**src/design/ma_crossover_rsi_signal_defines.svh**
```systemverilog
// Assertion macros shared by the crossover signal block.
// Included by the top level only; no dependencies.
`ifndef MA_CROSSOVER_RSI_SIGNAL_DEFINES_SVH
`define MA_CROSSOVER_RSI_SIGNAL_DEFINES_SVH

// Same-cycle implication, sampled on the rising edge, off during reset.
`define MCRS_ASSERT_IMPL(lbl, clk, rst_n, ante, cons) \
  lbl: assert property (@(posedge clk) disable iff (!rst_n) (ante) |-> (cons)) \
    else $error("mcrs assertion failed");

// Next-cycle implication.
`define MCRS_ASSERT_NEXT(lbl, clk, rst_n, ante, cons) \
  lbl: assert property (@(posedge clk) disable iff (!rst_n) (ante) |=> (cons)) \
    else $error("mcrs assertion failed");

`endif

```
**src/design/mcrs_pkg.sv**
```systemverilog
// Shared types and constants of the crossover signal block.
// No dependencies; imported by the top level, front end, divider and engine.
`timescale 1ns / 1ps
package mcrs_pkg;

  typedef enum logic [1:0] {
    SIG_HOLD = 2'd0,
    SIG_BUY  = 2'd1,
    SIG_SELL = 2'd2
  } signal_e;

  typedef enum logic [3:0] {
    ST_IDLE,
    ST_READ,
    ST_DIV_S,
    ST_WAIT_S,
    ST_DIV_L,
    ST_WAIT_L,
    ST_DIV_R,
    ST_WAIT_R,
    ST_EMIT
  } engine_state_e;

  localparam logic [2:0] CFG_SHORT_WINDOW    = 3'd0;
  localparam logic [2:0] CFG_LONG_WINDOW     = 3'd1;
  localparam logic [2:0] CFG_STRENGTH_WINDOW = 3'd2;
  localparam logic [2:0] CFG_CROSS_TOLERANCE = 3'd3;
  localparam logic [2:0] CFG_OVERBOUGHT      = 3'd4;
  localparam logic [2:0] CFG_OVERSOLD        = 3'd5;

  localparam logic [8:0]  RST_SHORT_WINDOW    = 9'd5;
  localparam logic [8:0]  RST_LONG_WINDOW     = 9'd20;
  localparam logic [7:0]  RST_STRENGTH_WINDOW = 8'd14;
  localparam logic [19:0] RST_CROSS_TOLERANCE = 20'd100;
  localparam logic [6:0]  RST_OVERBOUGHT      = 7'd70;
  localparam logic [6:0]  RST_OVERSOLD        = 7'd30;

  localparam logic [6:0] STRENGTH_NEUTRAL = 7'd50;
  localparam logic [6:0] STRENGTH_FULL    = 7'd100;
  localparam logic [6:0] PERCENT_SCALE    = 7'd100;

  typedef struct packed {
    logic [19:0] tolerance;
    logic [6:0]  overbought;
    logic [6:0]  oversold;
  } limits_t;

endpackage

```
**src/design/mcrs_front.sv**
```systemverilog
// Front end: accepts closing prices and holds them in a two-entry queue.
// Uses mcrs_pkg; drained by the engine.
`timescale 1ns / 1ps
module mcrs_front (
  input  logic        clk_i,
  input  logic        rst_ni,
  input  logic        in_valid_i,
  output logic        in_stall_o,
  input  logic [31:0] close_price_i,
  output logic        q_valid_o,
  output logic [31:0] q_price_o,
  input  logic        q_pop_i
);
  import mcrs_pkg::*;

  logic [31:0] slot_q [2];
  logic        wptr_q, wptr_d, rptr_q, rptr_d;
  logic [1:0]  cnt_q, cnt_d;
  logic        push;

  assign in_stall_o = (cnt_q == 2'd2);
  assign push       = in_valid_i && !in_stall_o;
  assign q_valid_o  = (cnt_q != 2'd0);
  assign q_price_o  = rptr_q ? slot_q[1] : slot_q[0];

  always_comb begin
    wptr_d = push ? ~wptr_q : wptr_q;
    rptr_d = q_pop_i ? ~rptr_q : rptr_q;
    cnt_d  = cnt_q + {1'b0, push} - {1'b0, q_pop_i};
  end

  always_ff @(posedge clk_i or negedge rst_ni) begin
    if (!rst_ni) begin
      wptr_q <= 1'b0;
      rptr_q <= 1'b0;
      cnt_q  <= 2'd0;
    end else begin
      wptr_q <= wptr_d;
      rptr_q <= rptr_d;
      cnt_q  <= cnt_d;
    end
  end

  always_ff @(posedge clk_i) begin
    if (push) begin
      if (wptr_q) slot_q[1] <= close_price_i;
      else        slot_q[0] <= close_price_i;
    end
  end
endmodule

```
**config.mk**
```make
export PLATFORM = sky130hd
export DESIGN_NAME = mcrs_front
export DESIGN_NICKNAME = d
export VERILOG_FILES = /design/src/design/ma_crossover_rsi_signal_defines.svh /design/src/design/mcrs_pkg.sv /design/src/design/mcrs_front.sv
export SDC_FILE = /design/constraint.sdc
export NUM_CORES = 1
export LEC_CHECK = 0
export ABC_AREA = 1
export BUFFER_PORTS_ARGS = -buffer_cell sky130_fd_sc_hd__clkbuf_2
export CORE_MARGIN = 4
export CORE_UTILIZATION = 35
export CTS_CLUSTER_DIAMETER = 100
export CTS_CLUSTER_SIZE = 12
export DETAILED_ROUTE_END_ITERATION = 6
export PLACE_DENSITY = 0.65
export SETUP_SLACK_MARGIN = 0.5
export SLEW_MARGIN = 20
export SYNTH_ARGS = -nofsm -noshare
export SYNTH_HDL_FRONTEND = slang
export SYNTH_SLANG_ARGS = --single-unit
```
**constraint.sdc**
```tcl
create_clock -name clk_i -period 2.8 [get_ports clk_i]
set_input_delay 0.28 -clock clk_i [delete_from_list [all_inputs] [get_ports clk_i]]
set_output_delay 0.28 -clock clk_i [all_outputs]
set_load 0.05 [all_outputs]
```
==> metrics.txt, run 1 <==
status=finished, final reports clean; FF-to-FF Start=cnt_q[1]; origin of the worst setup path=rptr_q; Ys Warns=0; Total Power=roughly 0.0044 W; CP peak stage delay=0.58 ns; Seq/Total Area, Yosys=~75%; setup violators final=0; IO Count=70; Post-synth EDFFs=64; asr flop ratio synth=approximately 5.9%; critical-path maximum fanout=19; Clock Skew=0.0128 ns; R2R cell count=4; CP endpoint=q_price_o[13]; Reg clk slew, reported paths=0.07 ns; r2r endpoint=slot_q[0][32]; DRT antenna net count=0; kind of critical path=flop to output pin; insertion delay to the later sink of the worst-skew pair=0.34 ns; number of cell rows=31; cell depth of the worst setup path=4; commonest cells in the netlist=edfxtp_1 (64), nand2_1 (42), inv_1 (40), o21ai_2 (27), buf_6 (6); CTS tree=done; detailed-placement wirelength estimate=about 3400 um; crit-path leading delay family=buffers and inverters; P&R area growth vs syn=25.6%; # diodes=0; Max clock buf depth=2; FILL cells=691; multi-input logic area=474 um^2; Tcrit/Tclk final=between 70 and 80%; Die Ht=between 90 and 100 um; pwr dens=between 1000 and 1500 nW/um^2; Pleak=~1.5 nW; Reg area=2020 um^2; number of setup buffers added after CTS=0; setup_tns=0 ns; Post-CTS Resized=0; clock sink total=68; H-tree Lvls=3; die width=between 90 and 100 um; syn avg cell area=13.9 um^2; Worst Tran Pin Value=~0.42 ns; synth top area cells=edfxtp_1 (71%), o21ai_2 (8.7%), nand2_1 (5.8%); Peak VDD IR=0.689 mV; CP endpoint kind=output pin; Num CTS Buffers=9; Arr. time, crit path=approximately 1.7 ns; layout cell share with drive strength beyond 1=~42%; CP startpoint kind=flop; final layout net count=311; vias in the first global route=around 1700; Starting Density=about 37%; Iter 0 DRT Violations=35; Yosys top cell area share=a little over two thirds; Hold WC Path Type=input pin to flop; slowest stage cell on the critical path=dfrtp_2; flops & latches, synth=68; Top FF cell, synth=edfxtp_1; f_max=just over 500 MHz; max-capacitance violation count=0; Vias/cell=between 4 and 5; Max-slew headroom=71.9%; Initial DRT Pass Iterations=4; Die Footprint=about 9200 um^2; port bufs=69; cells along the critical path=buf_4 > nand2_1 > o21ai_2 > clkbuf_2; WP buf/inv=2; Fin. Hold Viols=0; minimum clock period=about 2.0 ns; final wirelength=roughly 4800 um; cells after synthesis=between 150 and 200; GRT overflow=0; Placer Congestion=0.623; Root Buffer=clkbuf_8; Synth area leader=edfxtp_1; drt drc=0; R2R setup slack=around 1.1 ns; largest net degree at the start of global routing=33; RSZ-0062 raised after global routing=no; pins over their slew limit=0; WL/cell=around 13 um; Synth Net Count=approximately 230; DR vias=around 1600; Netlist cell types=13; Post-Syn Area=around 2700 um^2; initial antenna violation count=0; total track usage=~11%; first-pass GRT wire length=7560 um; count leader, synth=edfxtp_1; core area=7410 um^2; Post-CTS Hold Fix Bufs=1; CP required=approximately 2.5 ns
-- state kept, by name, summed over array words and instances, names as in the netlist --
| signal | count |
|---|---|
| cnt_q | 2 |
| rptr_q | 1 |
| slot_q | 64 |
| wptr_q | 1 |
-- placed cells by master (no fill, tap or decap), types with 2 or more instances in the layout --
cell type	count
bufinv_16	3
ha_1	2
buf_4	3
clkbuf_8	9
dfrtp_1	3
edfxtp_1	64
o21ai_0	4
nand3_1	2
clkbuf_2	69
nand2_1	42
o21ai_2	27
inv_1	40
-- worst reg2reg max path, cell delays in order, from the launching register on --
cell and delay [ns]:
dfrtp_1 0.40, nand2_1 0.12, nand2_1 0.13, nor2_4 0.36, buf_4 0.37
-- where the power goes --
group / internal [W] / total (W) / leakage [nW] / switching (W)
registers: 0.00139 / 0.00149 / 0.642 / 0.0000960
clock network: 0.000588 / 0.000951 / 0.117 / 0.000363
logic: 0.000426 / 0.00193 / 0.736 / 0.00151
total: 0.00240 / 0.00437 / 1.49 / 0.00197
-- area by class of cell --
class,count,area share (%)
well taps,99,3.63
repair buffers,74,11.7
clock inverters,7,3.38
clock buffers,9,3.63
flip-flops and latches,68,59.4
inverters,40,4.41
multi-input cells,80,13.9
-- metal layers --
layer  GRT usage, %  up-vias  part of all wire (%)  wire length (um)
li1               -      813                     -                 -
met1           13.2      748                    43              2060
met2           18.2       48                    50              2370
met3           4.46        3                   6.6               314
met4           5.33        0                  0.57                27
met5              0        -                     0                 0
-- per-stage QoR --
| stage | hold WS, ns | instance area [um^2] | setup slack (ns) | cells | util (%) |
|---|---|---|---|---|---|
| after floorplan | -0.0156 | 2720 | 0.905 | 195 | - |
| after global placement | 0.0982 | 3160 | 1.05 | 360 | 42.6 |
| after detailed placement | 0.0968 | 3160 | 1.06 | 360 | 42.6 |
| after CTS | 0.106 | 3410 | 0.759 | 377 | 46.0 |
| after global routing | 0.107 | 3410 | 0.652 | 377 | 46.0 |
| final | 0.128 | 3410 | 0.823 | 377 | 46.0 |
-- kinds of logic after synthesis --
group,synth area share (%)
AO/OA/AOI/OAI,9.64
adder cells (fa/ha/maj),0.922
flip-flops,74.5
AND/OR/NAND/NOR,6.32
XOR/XNOR,0.323
buffers and inverters,8.30
-- worst min-delay path by stage --
| stage | start | to | slack, ns | depth (start not counted) |
|---|---|---|---|---|
| finish | close_price_i[25] | slot_q[0][25] | 0.13 | 1 |
| detailed placement | rst_ni | cnt_q[1] | 0.1 | 1 |
| global placement | rst_ni | cnt_q[0] | 0.1 | 1 |
| CTS | close_price_i[6] | slot_q[0][38] | 0.11 | 1 |
| global route | close_price_i[12] | slot_q[0][12] | 0.11 | 1 |
| floorplan | rst_ni | cnt_q[0] | -0.02 | 0 |
Power figures use the tool's default switching activity.
==> inputs of run 2 (changes only) <==
--- a/config.mk
+++ b/config.mk
@@ -5,14 +5,14 @@
 export SDC_FILE = /design/constraint.sdc
 export NUM_CORES = 1
 export LEC_CHECK = 0
-export ABC_AREA = 1
+export ABC_AREA = 0
 export BUFFER_PORTS_ARGS = -buffer_cell sky130_fd_sc_hd__clkbuf_2
 export CORE_MARGIN = 4
 export CORE_UTILIZATION = 35
 export CTS_CLUSTER_DIAMETER = 100
 export CTS_CLUSTER_SIZE = 12
 export DETAILED_ROUTE_END_ITERATION = 6
-export PLACE_DENSITY = 0.65
+export PLACE_DENSITY = 0.67
 export SETUP_SLACK_MARGIN = 0.5
 export SLEW_MARGIN = 20
 export SYNTH_ARGS = -nofsm -noshare
==> constraint.sdc (replaced) <==
create_clock -name clk_i -period 1.6 [get_ports clk_i]
set_input_delay 0.16 -clock clk_i [delete_from_list [all_inputs] [get_ports clk_i]]
set_output_delay 0.16 -clock clk_i [all_outputs]
set_load 0.05 [all_outputs]
==> metrics.txt, run 2 <==
most frequent cells in the layout=edfxtp_1 (64), clkbuf_2 (35), buf_8 (31) (was clkbuf_2 (69), edfxtp_1 (64), nand2_1 (42)); clock sink total=68 (unchanged); # diodes=0 (unchanged); Max-slew headroom=88.0% (was 71.9%); r2r endpoint=slot_q[0][60] (was slot_q[0][32]); Max clock buf depth=2 (unchanged); Starting Density=36.2% (was 36.6%); DR vias=1417 (was 1612); RSZ-0062 raised after global routing=yes (was no); asr flop ratio synth=5.88% (unchanged); Seq/Total Area, Yosys=76.1% (was 74.5%); origin of the worst setup path=rptr_q (unchanged); setup violators final=3 (was 0); largest net degree at the start of global routing=16 (was 33); Root Buffer=clkbuf_8 (unchanged); Ys Warns=0 (unchanged); total track usage=11.9% (was 11.3%); Synth area leader=edfxtp_1 (unchanged); GRT overflow=0 (unchanged); port bufs=69 (unchanged); max-capacitance violation count=0 (unchanged); CTS tree=done (unchanged); Placer Congestion=0.675 (was 0.623); Vias/cell=4.31 (was 4.28); Fin. Hold Viols=0 (unchanged); Initial DRT Pass Iterations=4 (unchanged); Peak VDD IR=1.22 mV (was 0.689 mV); insertion delay to the later sink of the worst-skew pair=0.33 ns (was 0.34 ns); first-pass GRT wire length=7700 um (was 7560 um); f_max=~620 MHz; Tcrit/Tclk final=101%; minimum clock period=~1.6 ns; max FFs per register=64 (unchanged); core area=7330 um^2 (was 7410 um^2); CP endpoint kind=output pin (unchanged); final core occ=57.5% (was 46.0%); synth top area cells=edfxtp_1 (72%), mux2_4 (16%), dfrtp_1 (3.8%) (was edfxtp_1 (71%), o21ai_2 (8.7%), nand2_1 (5.8%)); DRT antenna net count=0 (unchanged); layout cell share with drive strength beyond 1=67.4% (was 42.1%); Yosys top cell area share=72.4% (was 70.8%); Die Ht=95.1 um (was 96.1 um); commonest cells in the netlist=edfxtp_1 (64), mux2_4 (29), dfrtp_1 (4) (was edfxtp_1 (64), nand2_1 (42), inv_1 (40), o21ai_2 (27), buf_6 (6)); Die Footprint=9050 um^2 (was 9230 um^2); most common cell after layout, fill and taps aside=edfxtp_1 (was clkbuf_2); die width=95.1 um (was 96.1 um); Hold WC Path Type=input pin to flop (unchanged); number of cell rows=31 (unchanged); R2R cell count=6 (was 4); Setup WS post-layout=-0.0161 ns (was 0.823 ns); H-tree Lvls=3 (unchanged); drt drc=0 (unchanged); pins over their slew limit=0 (unchanged); FF-to-FF Start=cnt_q[1] (unchanged); Total Power=0.00941 W (was 0.00437 W); Post-synth EDFFs=64 (unchanged); status=complete, but fails checks (was finished, final reports clean); final layout net count=263 (was 311); Top reg by flops=slot_q (unchanged); initial antenna violation count=0 (unchanged); biggest regs=slot_q (64), cnt_q (2) (unchanged); failing checks=setup timing; R2R setup slack=0.14 ns (was 1.09 ns); vias in the first global route=1473 (was 1653); critical-path maximum fanout=15 (was 19); flops & latches, synth=68 (unchanged); Synth Net Count=155 (was 233); CP endpoint=q_price_o[0] (was q_price_o[13]); pwr dens=2230 nW/um^2 (was 1280 nW/um^2); Netlist cell types=15 (was 13); Place WS=0.0726 ns (was 1.06 ns); Pleak=1.72 nW (was 1.49 nW); detailed-placement wirelength estimate=2980 um (was 3380 um); CP required=1.44 ns (was 2.52 ns); Worst Tran Pin Value=0.180 ns (was 0.421 ns); Top FF cell, synth=edfxtp_1 (unchanged); Post-Syn Area=2660 um^2 (was 2710 um^2); Reg clk slew, reported paths=0.07 ns (about the same); count leader, synth=edfxtp_1 (unchanged); Arr. time, crit path=1.46 ns (was 1.70 ns); cells after synthesis=117 (was 195); IO Count=70 (unchanged); kind of critical path=flop to output pin (unchanged); P&R area growth vs syn=58.7% (was 25.6%); setup_tns=-0.0387 ns (was 0 ns); Num CTS Buffers=9 (unchanged); CP startpoint kind=flop (unchanged); syn avg cell area=22.7 um^2 (was 13.9 um^2); final wirelength=5060 um (was 4770 um); Iter 0 DRT Violations=42 (was 35); Clock Skew=0.00730 ns (was 0.0128 ns); WL/cell=15.4 um (was 12.6 um)
[run 2: timing repair]
item                                    4_1_cts  5_1_grt
pin swaps                                     6        4
hold endpoints to repair                      4        6
buffers inserted                             14        2
hold buffers                                  1        3
gates cloned                                  5        1
endpoints found under the setup margin      100      101
resized for setup                           101       33
[run 2: worst min-delay path by stage]
stage,from,slack [ns],cells past startpoint,to
floorplan,rst_ni,-0.14,0,cnt_q[0]
global placement,rst_ni,-0.02,1,cnt_q[0]
detailed placement,rst_ni,-0.02,1,cnt_q[0]
CTS,close_price_i[2],0.0001,1,slot_q[0][34]
global route,close_price_i[25],-0.0005,1,slot_q[0][57]
finish,close_price_i[20],0.02,1,slot_q[0][52]
[run 2: final cells by class]
| type | instances | area (um^2) |
|---|---|---|
| clock inverters | 6 | 113 |
| multi-input cells | 43 | 618 |
| repair buffers | 101 | 1200 |
| flip-flops and latches | 68 | 2020 |
| inverters | 2 | 12.5 |
| clock buffers | 10 | 128 |
| well taps | 99 | 124 |
| fillers | 555 | 3120 |
[run 2: critical path, cell delays in order (launching register included)]
cell,delay [ns]
dfrtp_2,0.42
buf_12,0.18
mux2_2,0.37
buf_8,0.15
[run 2: metal layers]
metal	vias up	share of wire, %	track usage [%]
met1	686	44	15.6
met3	7	6.3	4.58
met2	48	49	18.6
met5	-	0	0
met4	0	0.87	3.25
li1	676	-	-
[run 2: metrics by stage]
stage | instance area (um^2) | cells | hold WS, ns
after floorplan | 2670 | 117 | -0.136
after global placement | 3160 | 287 | -0.0219
after detailed placement | 3160 | 287 | -0.0188
after CTS | 4090 | 323 | 0.000140
after global routing | 4220 | 329 | -0.000478
final | 4220 | 329 | 0.0218
[run 2: cell families (layout without fill, tap and decap cells)]
family	Yosys count	count (layout)	synth area share [%]
xor gates and xnor gates	4	4	1.32
adders and majority gates	2	2	0.942
buffers and inverters	6	119	2.97
DFF	68	68	76.1
muxes	32	32	17.7
and+or+nand+nor	5	5	0.989
[run 2: power by group]
part	switching, W	leakage, nW	total [W]	internal (W)
combinational	0.00255	0.956	0.00516	0.00261
sequential	0.000141	0.640	0.00258	0.00244
clock	0.000626	0.120	0.00167	0.00104
==> inputs of run 3 (changes only) <==
--- a/config.mk
+++ b/config.mk
@@ -6,13 +6,13 @@
 export NUM_CORES = 1
 export LEC_CHECK = 0
 export ABC_AREA = 0
-export BUFFER_PORTS_ARGS = -buffer_cell sky130_fd_sc_hd__clkbuf_2
 export CORE_MARGIN = 4
 export CORE_UTILIZATION = 35
 export CTS_CLUSTER_DIAMETER = 100
 export CTS_CLUSTER_SIZE = 12
 export DETAILED_ROUTE_END_ITERATION = 6
-export PLACE_DENSITY = 0.67
+export DONT_BUFFER_PORTS = 1
+export PLACE_DENSITY = 0.59
 export SETUP_SLACK_MARGIN = 0.5
 export SLEW_MARGIN = 20
 export SYNTH_ARGS = -nofsm -noshare
==> metrics.txt, run 3 (synthesis results as in run 2) <==
Num CTS Buffers=9 (unchanged); insertion delay to the later sink of the worst-skew pair=0.33 ns (about the same); final layout net count=225 (was 263); P&R area growth vs syn=43.3% (was 58.7%); Initial DRT Pass Iterations=4 (unchanged); status=complete, but fails checks (unchanged); most frequent cells in the layout=edfxtp_1 (64), dlygate4sd3_1 (34), mux2_4 (31) (was edfxtp_1 (64), clkbuf_2 (35), buf_8 (31)); Max clock buf depth=2 (unchanged); Die Footprint=9050 um^2 (unchanged); CP required=1.44 ns (about the same); Die Ht=95.1 um (unchanged); vias in the first global route=1436 (was 1473); Pleak=1.42 nW (was 1.72 nW); Iter 0 DRT Violations=40 (was 42); FILL cells=587 (was 555); final wirelength=5100 um (was 5060 um); Tcrit/Tclk final=101% (about the same); max-capacitance violation count=0 (unchanged); Clock Skew=0.00824 ns (was 0.00730 ns); most common cell after layout, fill and taps aside=edfxtp_1 (unchanged); detailed-placement wirelength estimate=2950 um (was 2980 um); pwr dens=2070 nW/um^2 (was 2230 nW/um^2); Root Buffer=clkbuf_8 (unchanged); WL/cell=17.6 um (was 15.4 um); kind of critical path=flop to output pin (unchanged); Hold WC Path Type=input pin to flop (unchanged); f_max=619 MHz (about the same); Max-slew headroom=81.4% (was 88.0%); critical-path maximum fanout=14 (was 15); Peak VDD IR=1.05 mV (was 1.22 mV); core area=7330 um^2 (unchanged); max FFs per register=64 (unchanged); pins over their slew limit=0 (unchanged); post-route cell area=3810 um^2 (was 4220 um^2); Placer Congestion=0.628 (was 0.675); initial antenna violation count=0 (unchanged); minimum clock period=1.62 ns (about the same); total track usage=11.7% (was 11.9%); biggest regs=slot_q (64), cnt_q (2) (unchanged); R2R cell count=7 (was 6); dpl cells=218 (was 287); die width=95.1 um (unchanged); Arr. time, crit path=1.46 ns (about the same); Place WS=0.0386 ns (was 0.0726 ns); CP endpoint=q_price_o[3] (was q_price_o[0]); Vias/cell=4.46 (was 4.31); Setup WS post-layout=-0.0161 ns (about the same); failing checks=setup timing (unchanged); placed inst area=2820 um^2 (was 3160 um^2); Non-Filler Instances=290 (was 329); largest net degree at the start of global routing=15 (was 16); CP endpoint kind=output pin (unchanged); clock sink total=68 (unchanged); Worst Tran Pin Value=0.281 ns (was 0.180 ns); port bufs=0 (was 69); RSZ-0062 raised after global routing=yes (unchanged); Top reg by flops=slot_q (unchanged); Reg clk slew, reported paths=0.07 ns (about the same); DRT antenna net count=0 (unchanged); r2r endpoint=cnt_q[1] (was slot_q[0][60]); DR vias=1292 (was 1417); setup_tns=-0.216 ns (was -0.0387 ns); GRT overflow=0 (unchanged); IO Count=70 (unchanged); first-pass GRT wire length=7560 um (was 7700 um); Fin. Hold Viols=0 (unchanged); number of cell rows=31 (unchanged); R2R setup slack=0.14 ns (about the same); FF-to-FF Start=cnt_q[0] (was cnt_q[1]); CTS tree=done (unchanged); setup violators final=23 (was 3); layout cell share with drive strength beyond 1=45.0% (was 67.4%); H-tree Lvls=3 (unchanged); origin of the worst setup path=rptr_q (unchanged); # diodes=0 (unchanged); CP startpoint kind=flop (unchanged); drt drc=0 (unchanged); Starting Density=36.2% (unchanged)
## run 3: cell count changes in the layout (fill, tap and decap cells not counted), moves of 3 or more
cell           delta
clkbuf_2         -35
buf_8            -30
dlygate4sd3_1    +30
bufinv_16         -3
clkinvlp_4        +3
## run 3: metal layers
metal / up-vias / GRT usage [%] / share of wire [%]
li1: 595 / - / -
met1: 640 / 12.7 / 39
met2: 49 / 20.1 / 52
met3: 8 / 4.03 / 7.3
met4: 0 / 6.13 / 1.5
met5: - / 0 / 0
## run 3: cell type report
class / count / area (um^2) / share of cell area [%]
multi-input combinational: 43 / 626 / 16.4
tap: 99 / 124 / 3.25
clock buffer: 10 / 128 / 3.35
sequential: 68 / 2030 / 53.2
inverter: 2 / 13.8 / 0.361
clock inverter: 5 / 30.0 / 0.789
timing repair buffer: 63 / 861 / 22.6
## run 3: per-stage QoR
step / power, W / util (%) / hold slack, ns
after floorplan: 0.00535 / - / -0.136
after global routing: 0.00820 / 51.9 / 0.0335
after detailed placement: 0.00566 / 38.4 / -0.135
final: 0.00787 / 51.9 / 0.0426
after global placement: 0.00560 / 38.4 / -0.135
after CTS: 0.00765 / 49.9 / 0.00297
## run 3: how the worst min path moves through the flow
stage / slack (ns) / cells past startpoint / start / end
after floorplan: -0.14 / 0 / rst_ni / cnt_q[0]
after global placement: -0.14 / 0 / rst_ni / cnt_q[0]
after detailed placement: -0.14 / 0 / rst_ni / rptr_q
after CTS: 0.003 / 2 / in_valid_i / wptr_q
after global routing: 0.03 / 2 / q_pop_i / cnt_q[1]
final: 0.04 / 2 / q_pop_i / cnt_q[1]
## run 3: what timing repair did
| item | CTS | global route |
|---|---|---|
| pin swaps | 8 | 7 |
| gates cloned | 5 | 3 |
| gates resized for setup | 29 | 3 |
| hold endpoints to repair | 69 | 0 |
| hold buffers | 34 | 0 |
| endpoints found under the setup margin | 100 | 100 |
| setup buffers | 10 | 5 |
## run 3: critical path, cell delays in order (launching register included)
cell	delay [ns]
dfrtp_4	0.54
buf_12	0.18
mux2_4	0.39
## run 3: where the power goes
part / internal (W) / leakage (nW) / switching [W]
clock: 0.000544 / 0.0779 / 0.000582
combinational: 0.00178 / 0.703 / 0.00234
sequential: 0.00245 / 0.640 / 0.000180
